**src/hw/rtl/sbg_pkg.sv**
```systemverilog
`timescale 1ns / 1ps
// Shared constants and types for the segmented bar gauge fill block.
// Used by the divider, front end, back end and top level; depends on nothing.
package sbg_pkg;

    localparam int SEGMENTS_DEF = 32;

    localparam int READ_W    = 16;
    localparam int SPAN_W    = 13;
    localparam int REDLINE_W = 6;
    localparam int LIT_W     = 8;
    localparam int HOT_W     = 7;
    localparam int OUT_IDX_W = 5;
    localparam int PROD_W    = SPAN_W + LIT_W;
    localparam int DIV_CNT_W = 3;

    localparam int CFG_ADDR_W = 1;
    localparam int CFG_DATA_W = 13;

    localparam logic [CFG_ADDR_W-1:0] REG_SPAN    = 1'd0;
    localparam logic [CFG_ADDR_W-1:0] REG_REDLINE = 1'd1;

    localparam logic [SPAN_W-1:0]    SPAN_RESET    = 13'd250;
    localparam logic [REDLINE_W-1:0] REDLINE_RESET = 6'd27;

    localparam logic [LIT_W-1:0] LIT_EMPTY = 8'd0;
    localparam logic [LIT_W-1:0] LIT_FULL  = 8'd255;

    localparam int QUEUE_DEPTH = 4;

    typedef struct packed {
        logic              start;
        logic [SPAN_W-1:0] share;
    } div_req_t;

    typedef struct packed {
        logic             done;
        logic [LIT_W-1:0] quot;
    } div_rsp_t;

endpackage

```
**src/hw/rtl/sbg_ram.sv**
```systemverilog
`timescale 1ns / 1ps
// Generic single-write, single-read RAM with a registered read port.
// Depends on nothing.
module sbg_ram #(
    parameter int WIDTH = 8,
    parameter int DEPTH = 32
) (
    input  logic                     clk,
    input  logic                     we,
    input  logic [$clog2(DEPTH)-1:0] waddr,
    input  logic [WIDTH-1:0]         wdata,
    input  logic                     re,
    input  logic [$clog2(DEPTH)-1:0] raddr,
    output logic [WIDTH-1:0]         rdata
);

    logic [WIDTH-1:0] mem [DEPTH];
    logic [WIDTH-1:0] rdata_reg;

    always_ff @(posedge clk)
    begin
        if (we)
        begin
            mem[waddr] <= wdata;
        end
        if (re)
        begin
            rdata_reg <= mem[raddr];
        end
    end

    assign rdata = rdata_reg;

endmodule

```
**src/hw/rtl/sbg_div.sv**
```systemverilog
`timescale 1ns / 1ps
// Restoring divider that scales a partial fill share to an 8-bit opacity,
// one quotient bit per cycle. Depends on sbg_pkg.
module sbg_div (
    input  logic                      clk,
    input  logic                      rst_n,
    input  sbg_pkg::div_req_t         req,
    input  logic [sbg_pkg::SPAN_W-1:0] span,
    output sbg_pkg::div_rsp_t         rsp
);
    import sbg_pkg::*;

    logic [PROD_W-1:0]    rem_reg, rem_next;
    logic [LIT_W-1:0]     quot_reg, quot_next;
    logic [DIV_CNT_W-1:0] cnt_reg, cnt_next;
    logic                 busy_reg, busy_next;
    logic                 done_reg, done_next;
    logic [PROD_W-1:0]    divisor;
    logic                 fits;

    assign divisor = PROD_W'(span) << cnt_reg;
    assign fits    = (rem_reg >= divisor);

    always_comb
    begin
        rem_next  = rem_reg;
        quot_next = quot_reg;
        cnt_next  = cnt_reg;
        busy_next = busy_reg;
        done_next = done_reg;
        if (req.start)
        begin
            rem_next  = {req.share, {LIT_W{1'b0}}} - PROD_W'(req.share);
            quot_next = '0;
            cnt_next  = DIV_CNT_W'(LIT_W - 1);
            busy_next = 1'b1;
            done_next = 1'b0;
        end
        else if (busy_reg)
        begin
            if (fits)
            begin
                rem_next = rem_reg - divisor;
            end
            quot_next = {quot_reg[LIT_W-2:0], fits};
            cnt_next  = cnt_reg - 1'b1;
            if (cnt_reg == '0)
            begin
                busy_next = 1'b0;
                done_next = 1'b1;
            end
        end
    end

    always_ff @(posedge clk or negedge rst_n)
    begin
        if (!rst_n)
        begin
            busy_reg <= 1'b0;
            done_reg <= 1'b0;
            cnt_reg  <= '0;
        end
        else
        begin
            busy_reg <= busy_next;
            done_reg <= done_next;
            cnt_reg  <= cnt_next;
        end
    end

    always_ff @(posedge clk)
    begin
        rem_reg  <= rem_next;
        quot_reg <= quot_next;
    end

    assign rsp.done = done_reg;
    assign rsp.quot = quot_reg;

endmodule

```
**src/hw/rtl/sbg_queue.sv**
```systemverilog
`timescale 1ns / 1ps
// Short first-in first-out queue that decouples the segment walker from the
// change filter. Depends on nothing.
module sbg_queue #(
    parameter int DATA_W = 15,
    parameter int DEPTH  = 4
) (
    input  logic              clk,
    input  logic              rst_n,
    input  logic              wr_en,
    input  logic [DATA_W-1:0] wr_data,
    output logic              q_full,
    input  logic              rd_en,
    output logic [DATA_W-1:0] rd_data,
    output logic              q_empty
);

    localparam int PTR_W = $clog2(DEPTH);
    localparam int CNT_W = $clog2(DEPTH + 1);

    logic [DATA_W-1:0] slot [DEPTH];
    logic [PTR_W-1:0]  wr_ptr_reg, rd_ptr_reg;
    logic [CNT_W-1:0]  cnt_reg;
    logic              do_wr, do_rd;

    assign q_full  = (cnt_reg == CNT_W'(DEPTH));
    assign q_empty = (cnt_reg == '0);
    assign do_wr   = wr_en && !q_full;
    assign do_rd   = rd_en && !q_empty;
    assign rd_data = slot[rd_ptr_reg];

    always_ff @(posedge clk or negedge rst_n)
    begin
        if (!rst_n)
        begin
            wr_ptr_reg <= '0;
            rd_ptr_reg <= '0;
            cnt_reg    <= '0;
        end
        else
        begin
            if (do_wr)
            begin
                wr_ptr_reg <= (wr_ptr_reg == PTR_W'(DEPTH - 1)) ? '0 : wr_ptr_reg + 1'b1;
            end
            if (do_rd)
            begin
                rd_ptr_reg <= (rd_ptr_reg == PTR_W'(DEPTH - 1)) ? '0 : rd_ptr_reg + 1'b1;
            end
            if (do_wr && !do_rd)
            begin
                cnt_reg <= cnt_reg + 1'b1;
            end
            else if (do_rd && !do_wr)
            begin
                cnt_reg <= cnt_reg - 1'b1;
            end
        end
    end

    always_ff @(posedge clk)
    begin
        if (do_wr)
        begin
            slot[wr_ptr_reg] <= wr_data;
        end
    end

endmodule

```
**src/hw/rtl/sbg_front.sv**
```systemverilog
`timescale 1ns / 1ps
// Front end: accepts a speed reading, walks the segments with a running base
// and classifies each one as empty, full or partial. Depends on sbg_pkg and sbg_div.
module sbg_front #(
    parameter int SEGMENTS = sbg_pkg::SEGMENTS_DEF
) (
    input  logic                                 clk,
    input  logic                                 rst_n,
    input  logic                                 push,
    output logic                                 full,
    input  logic [sbg_pkg::READ_W-1:0]           speed_reading,
    input  logic [sbg_pkg::SPAN_W-1:0]           span,
    input  logic                                 q_full,
    output logic                                 q_wr,
    output logic [$clog2(SEGMENTS)+sbg_pkg::LIT_W:0] q_wdata
);
    import sbg_pkg::*;

    localparam int IDX_W  = $clog2(SEGMENTS);
    localparam int BASE_W = (SPAN_W + IDX_W > READ_W) ? SPAN_W + IDX_W : READ_W;
    localparam int DIFF_W = BASE_W + 1;

    localparam logic [1:0] ST_IDLE = 2'd0;
    localparam logic [1:0] ST_WALK = 2'd1;
    localparam logic [1:0] ST_DIV  = 2'd2;

    logic [1:0]        state_reg, state_next;
    logic [READ_W-1:0] read_reg, read_next;
    logic [BASE_W-1:0] base_reg, base_next;
    logic [IDX_W-1:0]  idx_reg, idx_next;

    logic [DIFF_W-1:0] diff;
    logic              seg_empty, seg_full, seg_last;
    logic [LIT_W-1:0]  lit;
    div_req_t          div_req;
    div_rsp_t          div_rsp;

    sbg_div u_div (
        .clk   (clk),
        .rst_n (rst_n),
        .req   (div_req),
        .span  (span),
        .rsp   (div_rsp)
    );

    assign diff      = DIFF_W'(read_reg) - DIFF_W'(base_reg);
    assign seg_empty = diff[DIFF_W-1] || (diff == '0);
    assign seg_full  = !seg_empty && (diff >= DIFF_W'(span));
    assign seg_last  = (idx_reg == IDX_W'(SEGMENTS - 1));
    assign full      = (state_reg != ST_IDLE);
    assign q_wdata   = {idx_reg, lit, seg_last};

    always_comb
    begin
        state_next    = state_reg;
        read_next     = read_reg;
        base_next     = base_reg;
        idx_next      = idx_reg;
        q_wr          = 1'b0;
        lit           = LIT_EMPTY;
        div_req.start = 1'b0;
        div_req.share = diff[SPAN_W-1:0];
        unique case (state_reg)
            ST_IDLE:
            begin
                if (push)
                begin
                    read_next  = speed_reading;
                    base_next  = '0;
                    idx_next   = '0;
                    state_next = ST_WALK;
                end
            end
            ST_WALK:
            begin
                lit = seg_full ? LIT_FULL : LIT_EMPTY;
                if (!seg_empty && !seg_full)
                begin
                    div_req.start = 1'b1;
                    state_next    = ST_DIV;
                end
                else
                begin
                    q_wr = !q_full;
                end
            end
            ST_DIV:
            begin
                lit  = div_rsp.quot;
                q_wr = div_rsp.done && !q_full;
                if (q_wr)
                begin
                    state_next = ST_WALK;
                end
            end
            default:
            begin
                state_next = ST_IDLE;
            end
        endcase
        if (q_wr)
        begin
            base_next = base_reg + BASE_W'(span);
            idx_next  = idx_reg + 1'b1;
            if (seg_last)
            begin
                state_next = ST_IDLE;
            end
        end
    end

    always_ff @(posedge clk or negedge rst_n)
    begin
        if (!rst_n)
        begin
            state_reg <= ST_IDLE;
        end
        else
        begin
            state_reg <= state_next;
        end
    end

    always_ff @(posedge clk)
    begin
        read_reg <= read_next;
        base_reg <= base_next;
        idx_reg  <= idx_next;
    end

endmodule

```
**src/hw/rtl/sbg_back.sv**
```systemverilog
`timescale 1ns / 1ps
// Back end: compares each segment word with the last shown fill, keeps one
// change in hand to mark the final one, and drives the result register.
// Depends on sbg_pkg and sbg_ram.
module sbg_back #(
    parameter int SEGMENTS = sbg_pkg::SEGMENTS_DEF
) (
    input  logic                                     clk,
    input  logic                                     rst_n,
    input  logic [sbg_pkg::REDLINE_W-1:0]            redline,
    input  logic                                     q_empty,
    input  logic [$clog2(SEGMENTS)+sbg_pkg::LIT_W:0] q_rdata,
    output logic                                     q_rd,
    output logic                                     empty,
    input  logic                                     pop,
    output logic [sbg_pkg::OUT_IDX_W-1:0]            segment_index,
    output logic [sbg_pkg::LIT_W-1:0]                lit_opacity,
    output logic [sbg_pkg::HOT_W-1:0]                hot_opacity,
    output logic                                     last_change
);
    import sbg_pkg::*;

    localparam int IDX_W = $clog2(SEGMENTS);

    logic                 s1_valid_reg;
    logic [IDX_W-1:0]     s1_idx_reg;
    logic [LIT_W-1:0]     s1_lit_reg;
    logic                 s1_last_reg;

    logic                 hold_valid_reg;
    logic                 hold_final_reg;
    logic [IDX_W-1:0]     hold_idx_reg;
    logic [LIT_W-1:0]     hold_lit_reg;
    logic [HOT_W-1:0]     hold_hot_reg;

    logic                 out_valid_reg;
    logic [OUT_IDX_W-1:0] out_idx_reg;
    logic [LIT_W-1:0]     out_lit_reg;
    logic [HOT_W-1:0]     out_hot_reg;
    logic                 out_last_reg;

    logic [SEGMENTS-1:0]  seen_reg;

    logic [IDX_W-1:0]     head_idx;
    logic [LIT_W-1:0]     shown_lit;
    logic                 changed, out_free, hold_go, s1_done, advance, take_change;
    logic [HOT_W-1:0]     hot;

    assign head_idx = q_rdata[LIT_W+IDX_W:LIT_W+1];

    sbg_ram #(
        .WIDTH (LIT_W),
        .DEPTH (SEGMENTS)
    ) u_shown (
        .clk   (clk),
        .we    (take_change),
        .waddr (s1_idx_reg),
        .wdata (s1_lit_reg),
        .re    (q_rd),
        .raddr (head_idx),
        .rdata (shown_lit)
    );

    assign changed     = !seen_reg[s1_idx_reg] || (shown_lit != s1_lit_reg);
    assign out_free    = !out_valid_reg || pop;
    assign hold_go     = hold_valid_reg && out_free
                         && (hold_final_reg || (s1_valid_reg && changed));
    assign s1_done     = s1_valid_reg && (!changed || !hold_valid_reg || hold_go);
    assign take_change = s1_done && changed;
    assign advance     = !s1_valid_reg || s1_done;
    assign q_rd        = advance && !q_empty;
    assign hot         = (REDLINE_W'(s1_idx_reg) >= redline) ? s1_lit_reg[LIT_W-1:1] : '0;

    always_ff @(posedge clk or negedge rst_n)
    begin
        if (!rst_n)
        begin
            s1_valid_reg   <= 1'b0;
            hold_valid_reg <= 1'b0;
            hold_final_reg <= 1'b0;
            out_valid_reg  <= 1'b0;
            seen_reg       <= '0;
        end
        else
        begin
            if (advance)
            begin
                s1_valid_reg <= !q_empty;
            end
            if (take_change)
            begin
                seen_reg[s1_idx_reg] <= 1'b1;
                hold_valid_reg       <= 1'b1;
                hold_final_reg       <= s1_last_reg;
            end
            else if (hold_go)
            begin
                hold_valid_reg <= 1'b0;
            end
            else if (s1_done && s1_last_reg && hold_valid_reg)
            begin
                hold_final_reg <= 1'b1;
            end
            if (hold_go)
            begin
                out_valid_reg <= 1'b1;
            end
            else if (pop)
            begin
                out_valid_reg <= 1'b0;
            end
        end
    end

    always_ff @(posedge clk)
    begin
        if (q_rd)
        begin
            s1_idx_reg  <= head_idx;
            s1_lit_reg  <= q_rdata[LIT_W:1];
            s1_last_reg <= q_rdata[0];
        end
        if (take_change)
        begin
            hold_idx_reg <= s1_idx_reg;
            hold_lit_reg <= s1_lit_reg;
            hold_hot_reg <= hot;
        end
        if (hold_go)
        begin
            out_idx_reg  <= OUT_IDX_W'(hold_idx_reg);
            out_lit_reg  <= hold_lit_reg;
            out_hot_reg  <= hold_hot_reg;
            out_last_reg <= hold_final_reg;
        end
    end

    assign empty         = !out_valid_reg;
    assign segment_index = out_idx_reg;
    assign lit_opacity   = out_lit_reg;
    assign hot_opacity   = out_hot_reg;
    assign last_change   = out_last_reg;

`ifndef SYNTH
    a_hold_to_out: assert property (@(posedge clk) disable iff (!rst_n)
        hold_go |=> out_valid_reg)
        else $error("held change did not reach the result register");
    a_seen_set: assert property (@(posedge clk) disable iff (!rst_n)
        take_change |=> seen_reg[$past(s1_idx_reg)])
        else $error("shown fill entry written without its valid bit");
    a_change_room: assert property (@(posedge clk) disable iff (!rst_n)
        (s1_valid_reg && changed && hold_valid_reg && !out_free) |=> s1_valid_reg)
        else $error("changed word dropped while the hold slot was busy");
`endif

endmodule

```
**src/hw/rtl/segmented_bar_gauge_fill.sv**
```systemverilog
`timescale 1ns / 1ps
// Top level of the segmented bar gauge fill block: configuration registers,
// front end, word queue and back end. Depends on sbg_pkg and all sbg_ modules.
//
// Each speed reading is walked segment by segment in the front end; the one
// partly filled segment, if any, waits while a bit-serial divider works out
// its 8-bit opacity. Full stays high while a reading is being walked. The back
// end drains one segment word per cycle, while the consumer keeps popping,
// through a four-word queue and a registered result stage, so a slow consumer
// stalls the walk only once the queue fills.
module segmented_bar_gauge_fill #(
    parameter int SEGMENTS = sbg_pkg::SEGMENTS_DEF
) (
    input  logic                              clk,
    input  logic                              rst_n,
    input  logic                              push,
    output logic                              full,
    input  logic [sbg_pkg::READ_W-1:0]        speed_reading,
    output logic                              empty,
    input  logic                              pop,
    output logic [sbg_pkg::OUT_IDX_W-1:0]     segment_index,
    output logic [sbg_pkg::LIT_W-1:0]         lit_opacity,
    output logic [sbg_pkg::HOT_W-1:0]         hot_opacity,
    output logic                              last_change,
    input  logic                              cfg_we,
    input  logic [sbg_pkg::CFG_ADDR_W-1:0]    cfg_addr,
    input  logic [sbg_pkg::CFG_DATA_W-1:0]    cfg_data
);
    import sbg_pkg::*;

    localparam int WORD_W = $clog2(SEGMENTS) + LIT_W + 1;

    logic [SPAN_W-1:0]    span_reg;
    logic [REDLINE_W-1:0] redline_reg;
    logic [SPAN_W-1:0]    span_eff;
    logic                 q_full, q_empty, q_wr, q_rd;
    logic [WORD_W-1:0]    q_wdata, q_rdata;

    always_ff @(posedge clk or negedge rst_n)
    begin
        if (!rst_n)
        begin
            span_reg    <= SPAN_RESET;
            redline_reg <= REDLINE_RESET;
        end
        else if (cfg_we)
        begin
            unique case (cfg_addr)
                REG_SPAN:    span_reg    <= cfg_data[SPAN_W-1:0];
                REG_REDLINE: redline_reg <= cfg_data[REDLINE_W-1:0];
                default:     ;
            endcase
        end
    end

    assign span_eff = (span_reg == '0) ? SPAN_W'(1) : span_reg;

    sbg_front #(
        .SEGMENTS (SEGMENTS)
    ) u_front (
        .clk           (clk),
        .rst_n         (rst_n),
        .push          (push),
        .full          (full),
        .speed_reading (speed_reading),
        .span          (span_eff),
        .q_full        (q_full),
        .q_wr          (q_wr),
        .q_wdata       (q_wdata)
    );

    sbg_queue #(
        .DATA_W (WORD_W),
        .DEPTH  (QUEUE_DEPTH)
    ) u_queue (
        .clk     (clk),
        .rst_n   (rst_n),
        .wr_en   (q_wr),
        .wr_data (q_wdata),
        .q_full  (q_full),
        .rd_en   (q_rd),
        .rd_data (q_rdata),
        .q_empty (q_empty)
    );

    sbg_back #(
        .SEGMENTS (SEGMENTS)
    ) u_back (
        .clk           (clk),
        .rst_n         (rst_n),
        .redline       (redline_reg),
        .q_empty       (q_empty),
        .q_rdata       (q_rdata),
        .q_rd          (q_rd),
        .empty         (empty),
        .pop           (pop),
        .segment_index (segment_index),
        .lit_opacity   (lit_opacity),
        .hot_opacity   (hot_opacity),
        .last_change   (last_change)
    );

endmodule

```
**config.mk**
```make
export PLATFORM = sky130hd
export DESIGN_NAME = segmented_bar_gauge_fill
export DESIGN_NICKNAME = d
export VERILOG_FILES = /design/src/hw/rtl/sbg_pkg.sv /design/src/hw/rtl/sbg_ram.sv /design/src/hw/rtl/sbg_div.sv /design/src/hw/rtl/sbg_queue.sv /design/src/hw/rtl/sbg_front.sv /design/src/hw/rtl/sbg_back.sv /design/src/hw/rtl/segmented_bar_gauge_fill.sv
export SDC_FILE = /design/constraint.sdc
export NUM_CORES = 1
export LEC_CHECK = 0
export ABC_AREA = 0
export BUFFER_PORTS_ARGS = -buffer_cell sky130_fd_sc_hd__buf_2
export CAP_MARGIN = 20
export CORE_ASPECT_RATIO = 1.25
export CORE_UTILIZATION = 40
export DETAILED_ROUTE_END_ITERATION = 6
export GPL_ROUTABILITY_DRIVEN = 0
export GPL_TIMING_DRIVEN = 0
export PLACE_DENSITY = 0.53
export SYNTH_ARGS = -nofsm -noshare
export SYNTH_HDL_FRONTEND = slang
export SYNTH_SLANG_ARGS = --single-unit
export TNS_END_PERCENT = 10
```
**constraint.sdc**
```tcl
create_clock -name clk -period 5.3 [get_ports clk]
set_input_delay 1.06 -clock clk [delete_from_list [all_inputs] [get_ports clk]]
set_output_delay 1.06 -clock clk [all_outputs]
set_load 0.02 [all_outputs]
```
### Word level (Yosys, flattened, before mapping)

Memories as Yosys holds them, arrays and structs flattened. A register that Yosys moved wholly into a read port is not among the register bits.
Cells that the tools add are included.

* flip-flop bits (word level): 192
* bits in writable memories: 312
* input port bits: 35
* output and inout port bits: 23
* logic and storage cells: 162
* memories kept: 2

* $add $sub $neg: 10
* magnitude comparators: 5
* eq/ne operators: 8
* shifts and indexed selects: 1
* multiplexer cells: 49
* bitwise gates (word level): 2
* reductions and logical operators: 56

Memories
* u_back.u_shown.mem: words 32, width 8, read ports 1, clocked after Yosys merged registers in 1, write ports 1, RTL line sbg_ram.sv:17 `logic [WIDTH-1:0] mem [DEPTH];`
* u_queue.slot: words 4, width 14, read ports 1, clocked after Yosys merged registers in 0, write ports 1, RTL line sbg_queue.sv:21 `logic [DATA_W-1:0] slot [DEPTH];`

Operators with widths (number)
* $mux 21: 3
* $mux 18: 3
* $or 32x32->32: 1
* $mux 1: 22
* $ge 21x21->1: 1
* $shl 13x3->21: 1
* $sub 21x13->21: 1
* $sub 21x21->21: 1
* $reduce_bool 2->1: 10
* $ge 19x13->1: 1
* $logic_not 19->1: 1
* $sub 16x18->19: 1
* $add 18x13->18: 1
* $logic_and 1x1->1: 16
* $pmux 8 s2: 1
* $mux 5: 3
* $mux 2: 7
* $reduce_and 2->1: 7
* $logic_not 13->1: 1
* $mux 13: 1
* $mux 3: 4
* $logic_not 1->1: 11
* $mux 8: 1
* $ne 8x8->1: 1
* 20 further kinds: 31

### Depth between registers and ports, before layout

Gate-level depths: netlist of the first run.

* depth in word-level cells: 15
* depth in mapped cells: 25
* gate-level depth less buffers: 23

### Cells and area by module

Synthesis of the first run repeated with hierarchy kept, for this count alone.

* cells, all modules: 1658
* area, all modules: 24558.6 um^2

Modules (own cells, without submodules)
* sbg_ram: instances 1, cells an instance 417, area an instance 10133.5 um^2, seq. area each 7927.6 um^2
* sbg_back: instances 1, cells an instance 255, area an instance 3871.2 um^2, seq. area each 2552.4 um^2
* sbg_front: instances 1, cells an instance 400, area an instance 3706.1 um^2, seq. area each 1221.2 um^2
* sbg_div: instances 1, cells an instance 419, area an instance 3522.1 um^2, seq. area each 915.9 um^2
* sbg_queue: instances 1, cells an instance 110, area an instance 2481.1 um^2, seq. area each 1856.8 um^2
* segmented_bar_gauge_fill: instances 1, cells an instance 57, area an instance 844.6 um^2, seq. area each 488.0 um^2

### Worst setup path after synthesis of the first run

Ideal clock, no wire load.

* path kind: register -> register
* from: reg u_front.read_reg[0]
* to: reg u_queue.cnt_reg[2]
* setup time: 0.079 ns
* arrival time: 4.960 ns
* data required time: 5.221 ns
* path slack: 0.261 ns
* cell stages (with the launch flop): 25
* buffers on the path: 1
* path through: edfxtp_1 inv_1 ha_1 inv_1 fa_1 a21o_1 a221oi_1 o21ba_2 xor2_1 inv_1 ha_1 nand4_1 o211a_1 a2111oi_0 a2111oi_1 a31oi_1 nor3_4 o21ai_4 buf_4 ha_1 inv_1 fa_1 xor2_1 nor2_1 xor2_1

* word-level cells in the longest chain between the ends: 13
* elaborated cells on any way between the ends: 16
* those cells by class: add/sub: 1; order compare: 1; mux: 3; reduce/logical: 11

Ends and longest elaborated chain
* from (decl): RTL line sbg_front.sv:28 `logic [READ_W-1:0] read_reg, read_next;`
* from (signal assigned): RTL line sbg_front.sv:126 `read_reg <= read_next;`
* $sub 16x18->19 *: RTL line sbg_front.sv:46 `assign diff = DIFF_W'(read_reg) - DIFF_W'(base_reg);`
* parallel branches: the longest is 5 deep, another holds $ge 19x13->1
* $logic_and 1x1->1 *: RTL line sbg_front.sv:77 `if (!seg_empty && !seg_full)`
* $mux 1 *: RTL line sbg_front.sv:77
* $pmux 1 s2 *: RTL line sbg_front.sv:63 `unique case (state_reg)`
* $logic_and 1x1->1 *: RTL line sbg_queue.sv:28 `assign do_wr = wr_en && !q_full;`
* named net u_queue.do_wr: RTL line sbg_queue.sv:24 `logic do_wr, do_rd;`
* $logic_not 1->1: RTL line sbg_queue.sv:54 `else if (do_rd && !do_wr)`
* $logic_and 1x1->1: RTL line sbg_queue.sv:54
* $reduce_bool 2->1 (no line)
* to (signal assigned): RTL line sbg_queue.sv:52 `cnt_reg <= cnt_reg + 1'b1;`
* to (signal assigned): RTL line sbg_queue.sv:56 `cnt_reg <= cnt_reg - 1'b1;`
* to (decl): RTL line sbg_queue.sv:23 `logic [CNT_W-1:0] cnt_reg;`

Mark *: on every way through the listed nets, which the timed path passes.
A chain may end at the register's enable or synchronous reset.

### Final worst setup path of the first run

* from: reg u_back.s1_idx_reg[1]
* to: mem u_back.u_shown.mem[0][3], enable pin

* word-level cells in the longest chain between the ends: 12
* elaborated cells on any way between the ends: 14
* those cells by class: mux: 4; reduce/logical: 10

Ends and longest elaborated chain
* from (decl): RTL line sbg_back.sv:26 `logic [IDX_W-1:0] s1_idx_reg;`
* from (signal assigned): RTL line sbg_back.sv:119 `s1_idx_reg <= head_idx;`
* $bmux 1 s5 *: RTL line sbg_back.sv:64 `assign changed = !seen_reg[s1_idx_reg] || (shown_lit != s1_lit_reg);`
* $mux 1 (implied by the code) *: RTL line sbg_back.sv:64
* $logic_not 1->1 *: RTL line sbg_back.sv:64
* $logic_or 1x1->1 *: RTL line sbg_back.sv:64
* $logic_and 1x1->1: RTL line sbg_back.sv:67 `&& (hold_final_reg || (s1_valid_reg && changed));`
* $logic_or 1x1->1: RTL line sbg_back.sv:67
* $logic_and 1x1->1: RTL line sbg_back.sv:67
* $logic_or 1x1->1: RTL line sbg_back.sv:68 `assign s1_done = s1_valid_reg && (!changed || !hold_valid_reg || hold_go);`
* $logic_and 1x1->1: RTL line sbg_back.sv:68
* $logic_and 1x1->1 *: RTL line sbg_back.sv:69 `assign take_change = s1_done && changed;`
* named net u_back.take_change: RTL line sbg_back.sv:46 `logic changed, out_free, hold_go, s1_done, advance, take_change;`
* $mux 1 *: RTL line sbg_ram.sv:22 `if (we)`
* $mux 1 (implied by the code) *: RTL line sbg_ram.sv:24 `mem[waddr] <= wdata;`
* to (decl): RTL line sbg_ram.sv:17

The timed path passes the listed nets; every way through them passes the cells marked *. The select of a mux whose other input is x is not followed.

==> metrics, run 1 <==
Diodes inserted 0; outcome complete, but fails checks; Async SR Flop Fraction 0.135; Cells after Synth between 1500 and 2000; worst r2r dst u_back.u_shown.mem[0][3]; die width 220 um; Detailed Route Iter0 Violations about 900; vias in the first global route roughly 14000; Buffers on Ports 57; first-pass GRT wire length between 80 and 90 mm; Final Slew Violations 0; CTS tree done; EDFF count, synth 435; filler instances 5079; worst-skew pair later-pin latency around 0.60 ns; area grow syn2layout 16.2%; I/O pin cnt 58; grt ovf 0; Via Count between 10000 and 15000; Synth cell types 89; Syn. warnings 0; max cap viols 0; H-tree Lvls 2; Core Area just under 60000 um^2; Final Setup Violations 0; maximum fanout along the worst path 12; ANT nets after route 0; top-area cell type share of the netlist area 0.552; r2r setup slk about 0.22 ns; Worst VDD drop about 0.25 mV; CP max-delay cell nor2_2; max reg flops ~260; R2R cell count 10; Setup CP Type reg -> reg; power density cells about 430 nW/um^2; Tmin final slightly above 5 ns; fmax ~200 MHz; DIE HEIGHT 274 um; Crit path max-delay family simple AND/OR/NAND/NOR gates; Syn Std Cell Area 23700 um^2; DR vias/cell between 5 and 6; sequential share of the synthesized area 0.632; Worst-path clk slew ~0.06 ns; #FFs+latches synth 512; actual slew at the worst max-slew pin approximately 1.1 ns; CP most frequent cell nand3_1; DIE AREA roughly 60000 um^2; ratio of cells with drive above 1 in the final layout 0.257; unrepaired setup endpoints after global routing yes; Final Non-Filler Cells roughly 2500; violated checks DRC; Synth Flop Type edfxtp_1; Req. time, crit path roughly 5.5 ns; initial antenna violation count 1; CTS Sinks 512; CP peak stage delay between 0.6 and 0.7 ns; Post-Syn Nets between 1500 and 2000; Max Clock Skew ~0.016 ns; leading area contributor after synthesis edfxtp_1; Detailed Place HPWL around 40 mm; Final Hold Fails 0; largest net degree at the start of global routing 67; Site Rows 99; drt drc 6; path type of the worst min-delay path in -> async; period utilization 0.959; Clock Tree Root clkbuf_16; drt pass-1 iters 7; final setup TNS 0 ns; Initial Util 0.405; cts bufs inserted between 50 and 60; total design power approximately 0.012 W; placed cells 2383; Nets roughly 1800; Reg-to-Reg Start u_back.s1_idx_reg[1]; Worst setup SP type flop; Setup crit end kind flop; GRT Resource Usage Total 0.188; CTS max path bufs 3; crit path DAT between 5 and 6 ns; WL/cell approximately 22 um; Detailed Route WL about 56 mm; Slew HR 0.233; syn_area_per_cell 15.2 um^2; Buf/Inv on CP 2; crit-path cells clkbuf_1, mux4_2, inv_1, o22ai_1, or4_1, nand3_1, and2_1, a21boi_4, nand3_1, nor2_2; leakage roughly 9.7 nW; top post-synthesis cells by area edfxtp_1 55%, mux4_2 10%, dfrtp_1 6.2%, ha_1 4.4%, xnor2_1 1.4%
==> synth_stat cells (5+ instances only) <==
master	n
mux4_2	107
and3_1	8
o21bai_1	6
or2_1	10
a21oi_1	57
a211oi_1	5
ha_1	84
nand2b_1	13
or3_1	16
nor2_1	89
nor2b_1	10
or2_2	28
buf_1	8
dfxtp_1	8
a31oi_1	8
a21o_1	23
nor3_1	16
dfstp_2	10
o21ai_0	46
buf_2	5
nor4_1	10
xnor2_1	39
o22ai_1	5
nand3_1	28
nand2_1	61
nand4_1	9
o21a_1	9
clkbuf_1	41
and2_1	33
xor2_1	30
mux2_2	30
o211a_1	5
mux2i_1	34
edfxtp_1	435
inv_1	85
dfrtp_1	59
o211ai_1	8
==> metal layers <==
metal / global-route usage / part of all wire
met5: 0 / 0.00016
met4: 0.0650 / 0.029
met3: 0.0301 / 0.038
met2: 0.335 / 0.52
met1: 0.231 / 0.41
==> area by class of cell <==
cell class	count	area (um^2)	share of cell area
inverter	86	323	0.0117
clock buffer	65	1450	0.0528
multi-input combinational	902	8500	0.309
sequential	512	15000	0.544
timing repair buffer	83	696	0.0253
clock inverter	37	377	0.0137
tap	757	947	0.0344
buffer	59	269	0.00977
==> repair_timing <==
action,CTS,global route
gates resized for setup,27,59
setup endpoints to repair,212,381
gates cloned,0,1
hold buffers,0,0
setup buffers,4,7
pin swaps,3,14
==> per-stage QoR <==
stage	utilization	setup WS, ns	area (um^2)	hold slack, ns
2_1_floorplan	-	0.261	23700	0.400
4_1_cts	0.465	-0.123	27200	0.229
6_report	0.471	0.216	27500	0.263
3_5_place_dp	0.431	-1.38	25200	0.405
3_3_place_gp	0.426	-1.34	24900	0.403
5_1_grt	0.471	0.0152	27500	0.227
==> power by group <==
part           switching (W)  internal [W]
logic                0.00151       0.00134
registers           0.000227       0.00484
clock network        0.00164       0.00226
total                0.00338       0.00845
==> cell families after synthesis <==
group,share of synthesized area
flip-flops,0.632
AND/OR/NAND/NOR,0.0777
AO/OA/AOI/OAI,0.0607
multiplexers,0.131
buffers and inverters,0.0248
adder cells (fa/ha/maj),0.0482
XOR/XNOR,0.0255
==> how the worst max path moves through the flow <==
| stage | startpoint | depth (start not counted) | endpoint | slack, ns |
|---|---|---|---|---|
| finish | u_back.s1_idx_reg[1] | 10 | u_back.u_shown.mem[0][3] | 0.22 |
| global route | u_front.base_reg[3] | 22 | u_queue.cnt_reg[2] | 0.02 |
| CTS | u_front.read_reg[0] | 23 | u_queue.cnt_reg[2] | -0.12 |
| detailed placement | u_front.read_reg[0] | 19 | u_front.u_div.rem_reg[1] | -1.38 |
| global placement | u_front.read_reg[0] | 19 | u_front.u_div.rem_reg[1] | -1.34 |
| floorplan | u_front.read_reg[0] | 24 | u_queue.cnt_reg[2] | 0.26 |
==> placed cells by master (no fill, tap or decap), drive strengths merged, types with 50 or more instances in the layout <==
cell and instances:
a21oi 58, clkbuf 105, mux4 107, ha 84, nor2 89, edfxtp 435, dfrtp 59, o21ai 50
buf 102, nand2 62, inv 88
No activity file was read; power rests on OpenSTA's default activity.
==> run 2: changes to the inputs <==
Settings changed: CAP_MARGIN 20 to 10, PLACE_DENSITY 0.53 to 0.51.
Clock period 5.3 ns to 5.1 ns, I/O delays scaled along.
==> run 2 against run 1 <==
The run now ends clean. Critical path depth rose by 13. Power up 3.6%. Worst setup slack got worse by 0.18 ns. Final area rose by 0.45%. Count of clock-buffer cells in the layout is 3 lower. Via count shrank 0.50%. Critical path type unchanged. Critical endpoint is now u_queue.cnt_reg[1]. Largest cell class unchanged. Largest power group unchanged.
==> metrics, run 2 (same netlist as run 1, synthesis figures left out) <==
first-pass GRT wire length 85.5 mm (was 84.0 mm); CP peak stage delay 0.43 ns (was 0.67 ns); Buffers on Ports 57 (unchanged); Final Slew Violations 0 (unchanged); Worst setup SP type flop (unchanged); Diodes inserted 0 (unchanged); ANT nets after route 0 (unchanged); max cap viols 0 (unchanged); Detailed Place HPWL 40.2 mm (was 39.6 mm); GRT met1 Usage 0.233 (was 0.231); GR Util met2 0.353 (was 0.335); Setup CP Type reg -> reg (unchanged); worst-skew pair later-pin latency 0.61 ns (was 0.60 ns); leakage 9.76 nW (was 9.72 nW); DIE AREA 60200 um^2 (unchanged); CP max-delay cell edfxtp_1 (was nor2_2); Initial Util 0.405 (unchanged); grt ovf 0 (unchanged); fmax 197 MHz (about the same); Multi-input gate area 8600 um^2 (was 8500 um^2); die width 220 um (unchanged); area grow syn2layout 16.7% (was 16.2%); GR peak layer met2 (unchanged); Req. time, crit path 5.59 ns (was 5.54 ns); GRT Resource Usage Total 0.192 (was 0.188); placed cells 2380 (was 2383); Detailed Route WL 56.9 mm (was 55.9 mm); CTS max path bufs 3 (unchanged); outcome complete, no violations (was complete, but fails checks); Worst-path clk slew 0.06 ns (about the same); drt pass-1 iters 5 (was 7); CTS tree done (unchanged); Final Setup Violations 0 (unchanged); crit-path cells inv_1, ha_2, nor2_1, o2bb2ai_2, o21a_1, o21ai_2, and2_4, inv_1, ha_1, a21o_1, a21oi_1, o211a_1, nor3_1, a2111oi_4, buf_4, a31oi_4, nor3_4, o21ai_4, buf_6, ha_4, inv_1, fa_2, mux2_2 (was clkbuf_1, mux4_2, inv_1, o22ai_1, or4_1, nand3_1, and2_1, a21boi_4, nand3_1, nor2_2); DR vias/cell 5.36 (was 5.39); most common cell after layout, fill and taps aside edfxtp_1 (unchanged); actual slew at the worst max-slew pin 1.19 ns (was 1.14 ns); Final Hold Fails 0 (unchanged); Setup crit end kind flop (unchanged); Max Clock Skew 0.0166 ns (was 0.0164 ns); period utilization 0.993 (was 0.959); WL/cell 22.7 um (was 22.4 um); Clock Tree Root clkbuf_16 (unchanged); ratio of cells with drive above 1 in the final layout 0.255 (was 0.257); drt drc 0 (was 6); commonest non-fill, non-tap cells in the layout 435 x edfxtp_1, 107 x mux4_2, 83 x inv_1 (unchanged); path type of the worst min-delay path in -> async (unchanged); H-tree Lvls 2 (unchanged); Worst VDD drop 0.278 mV (was 0.247 mV); Site Rows 99 (unchanged); I/O pin cnt 58 (unchanged); maximum fanout along the worst path 7 (was 12); max reg flops 256 (unchanged); vias in the first global route 14000 (about the same); Nets 1823 (was 1821); largest net degree at the start of global routing 64 (was 67); Slew HR 0.207 (was 0.233); unrepaired setup endpoints after global routing yes (unchanged); Tmin final 5.06 ns (was 5.08 ns); final setup TNS 0 ns (unchanged); Sequential Area 15000 um^2 (unchanged); DIE HEIGHT 274 um (unchanged); power density cells 443 nW/um^2 (was 430 nW/um^2); Core Area 58500 um^2 (unchanged); cts bufs inserted 54 (unchanged); Via Count 13400 (was 13500); CTS Sinks 512 (unchanged); initial antenna violation count 0 (was 1); M3 GR Usage 0.0256 (was 0.0301); Detailed Route Iter0 Violations 764 (was 899); filler instances 5107 (was 5079); Final Non-Filler Cells 2502 (was 2501); CP most frequent cell inv_1 (was nand3_1); total design power 0.0123 W (was 0.0118 W); crit path DAT 5.55 ns (was 5.32 ns)
[run 2: changes by cell type in the layout (fill, tap and decap cells not counted), moves of 7 or more]
cell | previous run | this run
nor2_2 | 35 | 27
nor2_4 | 0 | 8
clkinv_2 | 14 | 7
buf_4 | 14 | 21
clkinv_1 | 6 | 16
buf_8 | 8 | 1
[run 2: power by group]
part           internal [W]  total (W)  switching (W)
Combinational       0.00136    0.00294        0.00157
Sequential          0.00504    0.00528       0.000244
Clock               0.00235    0.00404        0.00169
Total               0.00875     0.0123        0.00351
[run 2: worst max-delay path, delay by kind of cell, from the launching register on]
kind	cells	cell delay, ns
multiplexers	1	0.27
buffers and inverters	5	0.58
AO/OA/AOI/OAI	9	1.76
adder cells (fa/ha/maj)	4	1.15
AND/OR/NAND/NOR	4	0.74
flip-flops	1	0.43
[run 2: metal layers]
layer | part of all wire | wire length [um]
met1 | 0.40 | 23000
met2 | 0.54 | 30700
met3 | 0.031 | 1770
met4 | 0.025 | 1440
met5 | 0 | 0
[run 2: timing repair]
action	CTS	global route
endpoints found under the setup margin	482	395
hold buffers	0	0
endpoints found under the hold margin	0	0
resized for setup	53	52
buffers inserted	13	6
gates cloned	0	1
pin swaps	15	18
[run 2: path summary, 6_finish.rpt]
check,startpoint,endpoint,slack [ns],cells after the start
worst min register to register,u_back.hold_lit_reg[7],u_back.lit_opacity[7],0.42,0
worst max register to register,u_front.base_reg[2],u_queue.cnt_reg[1],0.04,23
worst min-delay path,rst_n,u_back.seen_reg[17],0.22,1
min in group clk,u_back.hold_lit_reg[7],u_back.lit_opacity[7],0.42,0
max in group asynchronous,rst_n,span_reg[5],4.25,2
worst max-delay path,u_front.base_reg[2],u_queue.cnt_reg[1],0.04,23
[run 2: metrics by stage]
stage	cell area (um^2)	utilization	hold WS, ns	setup slack, ns
CTS	27300	0.467	0.184	-0.253
floorplan	23700	-	0.400	0.0610
global route	27600	0.473	0.195	-0.168
global placement	24900	0.426	0.403	-1.68
finish	27600	0.473	0.224	0.0364
detailed placement	25100	0.430	0.405	-1.73
[run 2: final cells by class]
cell class,count,share of cell area
sequential,512,0.541
multi-input combinational,902,0.311
clock buffer,62,0.0510
tap,757,0.0343
timing repair buffer,86,0.0262
clock inverter,39,0.0151
inverter,86,0.0117
buffer,58,0.00959
==> run 3: changes to the inputs <==
Settings changed: RECOVER_POWER set to 50.
==> run 3 against run 2 <==
Routed wire length increased by 0.13%. Register-to-register slack got worse by 0.03 ns. The run now ends with capacitance limit, slew limit left. Critical path depth is 13 lower. Cell count is the same. Count of clock-buffer cells in the layout unchanged. Worst setup slack worse by 0.026 ns. Sequential share of layout area up 0.39 points. Die area unchanged. Power about the same. Combinational power is essentially flat. First-iteration DRC count up 4.3%. Via count rose by 0.18%.
==> metrics, run 3 (same netlist as run 1, synthesis figures left out) <==
crit-path cells clkbuf_1, mux4_2, inv_1, o22ai_1, or4_1, nand3_1, and2_1, a21boi_4, nand3_1, nor2_2 (was inv_1, ha_2, nor2_1, o2bb2ai_2, o21a_1, o21ai_2, and2_4, inv_1, ha_1, a21o_1, a21oi_1, o211a_1, nor3_1, a2111oi_4, buf_4, a31oi_4, nor3_4, o21ai_4, buf_6, ha_4, inv_1, fa_2, mux2_2); Detailed Route WL 57.0 mm (was 56.9 mm); Tmin final 5.09 ns (was 5.06 ns); ratio of cells with drive above 1 in the final layout 0.249 (was 0.255); DR vias/cell 5.37 (was 5.36); unrepaired setup endpoints after global routing yes (unchanged); ANT nets after route 0 (unchanged); commonest non-fill, non-tap cells in the layout 435 x edfxtp_1, 107 x mux4_2, 83 x inv_1 (unchanged); fmax 196 MHz (was 197 MHz); Req. time, crit path 5.34 ns (was 5.59 ns); CP most frequent cell nand3_1 (was inv_1); DIE HEIGHT 274 um (unchanged); CTS tree done (unchanged); worst-skew pair later-pin latency 0.61 ns (about the same); Clock Tree Root clkbuf_16 (unchanged); drt pass-1 iters 5 (unchanged); vias in the first global route 14000 (unchanged); Initial Util 0.405 (unchanged); crit path DAT 5.33 ns (was 5.55 ns); M3 GR Usage 0.0256 (unchanged); Final Slew Violations 64 (was 0); CP max-delay cell nor2_2 (was edfxtp_1); leakage 9.65 nW (was 9.76 nW); CTS Sinks 512 (unchanged); path type of the worst min-delay path in -> async (unchanged); largest net degree at the start of global routing 64 (unchanged); Crit path max-delay family simple AND/OR/NAND/NOR gates (was compound AO/OA/AOI/OAI gates); Worst VDD drop 0.279 mV (was 0.278 mV); dpl ws -1.73 ns (unchanged); grt ovf 0 (unchanged); total design power 0.0123 W (about the same); Setup CP Type reg -> reg (unchanged); cts bufs inserted 54 (unchanged); Worst-path clk slew 0.06 ns (about the same); drt drc 0 (unchanged); GRT Resource Usage Total 0.192 (unchanged); Slew HR -1.51 (was 0.207); die width 220 um (unchanged); DIE AREA 60200 um^2 (unchanged); final setup margin 0.0103 ns (was 0.0364 ns); WL/cell 22.8 um (was 22.7 um); area grow syn2layout 15.9% (was 16.7%); Core Area 58500 um^2 (unchanged); Detailed Route Iter0 Violations 797 (was 764); CP peak stage delay 0.70 ns (was 0.43 ns); violated checks capacitance limit, slew limit; Site Rows 99 (unchanged); Detailed Place HPWL 40.2 mm (unchanged); I/O pin cnt 58 (unchanged); Setup crit end kind flop (unchanged); initial antenna violation count 0 (unchanged); Max Clock Skew 0.0151 ns (was 0.0166 ns); Buffers on Ports 57 (unchanged); Nets 1823 (unchanged); max reg flops 256 (unchanged); GR Util met2 0.353 (unchanged); max cap viols 1 (was 0); first-pass GRT wire length 85.5 mm (unchanged); Final Hold Fails 0 (unchanged); Diodes inserted 0 (unchanged); H-tree Lvls 2 (unchanged); actual slew at the worst max-slew pin 3.77 ns (was 1.19 ns); most common cell after layout, fill and taps aside edfxtp_1 (unchanged); Worst setup SP type flop (unchanged); Buf/Inv on CP 2 (was 5); CTS max path bufs 3 (unchanged); GRT met1 Usage 0.233 (unchanged); outcome complete, but fails checks (was complete, no violations); GR peak layer met2 (unchanged); Via Count 13400 (about the same); maximum fanout along the worst path 12 (was 7); period utilization 0.998 (was 0.993); power density cells 447 nW/um^2 (was 443 nW/um^2); Final Setup Violations 0 (unchanged)
==> run 3: power by group <==
part           internal, W  total, W  switching, W  leakage, nW
clock network      0.00235   0.00405       0.00169        0.886
logic              0.00136   0.00294       0.00158         4.08
registers          0.00504   0.00528      0.000243         4.68
==> run 3: worst register-to-register path, stage by stage (launching register included) <==
cell      delay [ns]
edfxtp_1        0.49
clkbuf_1        0.55
mux4_2          0.41
inv_1           0.10
o22ai_1         0.07
or4_1           0.56
nand3_1         0.23
and2_1          0.37
a21boi_4        0.59
nand3_1         0.63
nor2_2          0.70
==> run 3: worst paths after layout <==
path	start	end	slack, ns	cells past startpoint
setup reg to reg	u_back.s1_idx_reg[1]	u_back.u_shown.mem[26][5]	0.01	10
setup / recovery	u_back.s1_idx_reg[1]	u_back.u_shown.mem[26][5]	0.01	10
min in group clk	u_back.hold_lit_reg[7]	u_back.lit_opacity[7]	0.42	0
hold reg to reg	u_back.hold_lit_reg[7]	u_back.lit_opacity[7]	0.42	0
max in group asynchronous	rst_n	span_reg[2]	0.85	2
hold / removal	rst_n	u_back.seen_reg[17]	0.30	1
==> run 3: cell type report <==
| cell class | count | area (um^2) |
|---|---|---|
| plain buffers | 58 | 265 |
| clock buffers | 62 | 1410 |
| clock inverters | 39 | 418 |
| fillers | 5129 | 31000 |
| inverters | 86 | 323 |
| multi-input cells | 902 | 8590 |
| flip-flops and latches | 512 | 15000 |
| well taps | 757 | 947 |
| repair buffers | 86 | 531 |
==> run 3: layer usage <==
layer  routed length [um]  share of wire  vias to the layer above
li1                     -              -                     6259
met1                23000           0.40                     6840
met2                30900           0.54                      255
met3                 1840          0.032                       77
met4                 1260          0.022                        0
met5                    0              0                        -
==> run 3: repair_timing <==
item	CTS	global route
pin swaps	15	18
setup endpoints to repair	482	395
cloned	0	1
gates resized for setup	53	52
setup buffers	13	6
hold buffers	0	0
==> run 3: metrics by stage <==
step	util	instance area (um^2)	setup TNS (ns)	hold WS (ns)	instances
3_3_place_gp	0.426	24900	-383.01	0.403	2373
3_5_place_dp	0.430	25100	-249.14	0.405	2380
5_1_grt	0.470	27500	-21.20	0.301	2502
4_1_cts	0.467	27300	-38.38	0.184	2492
6_report	0.470	27500	0	0.304	2502
2_1_floorplan	-	23700	0	0.400	1559
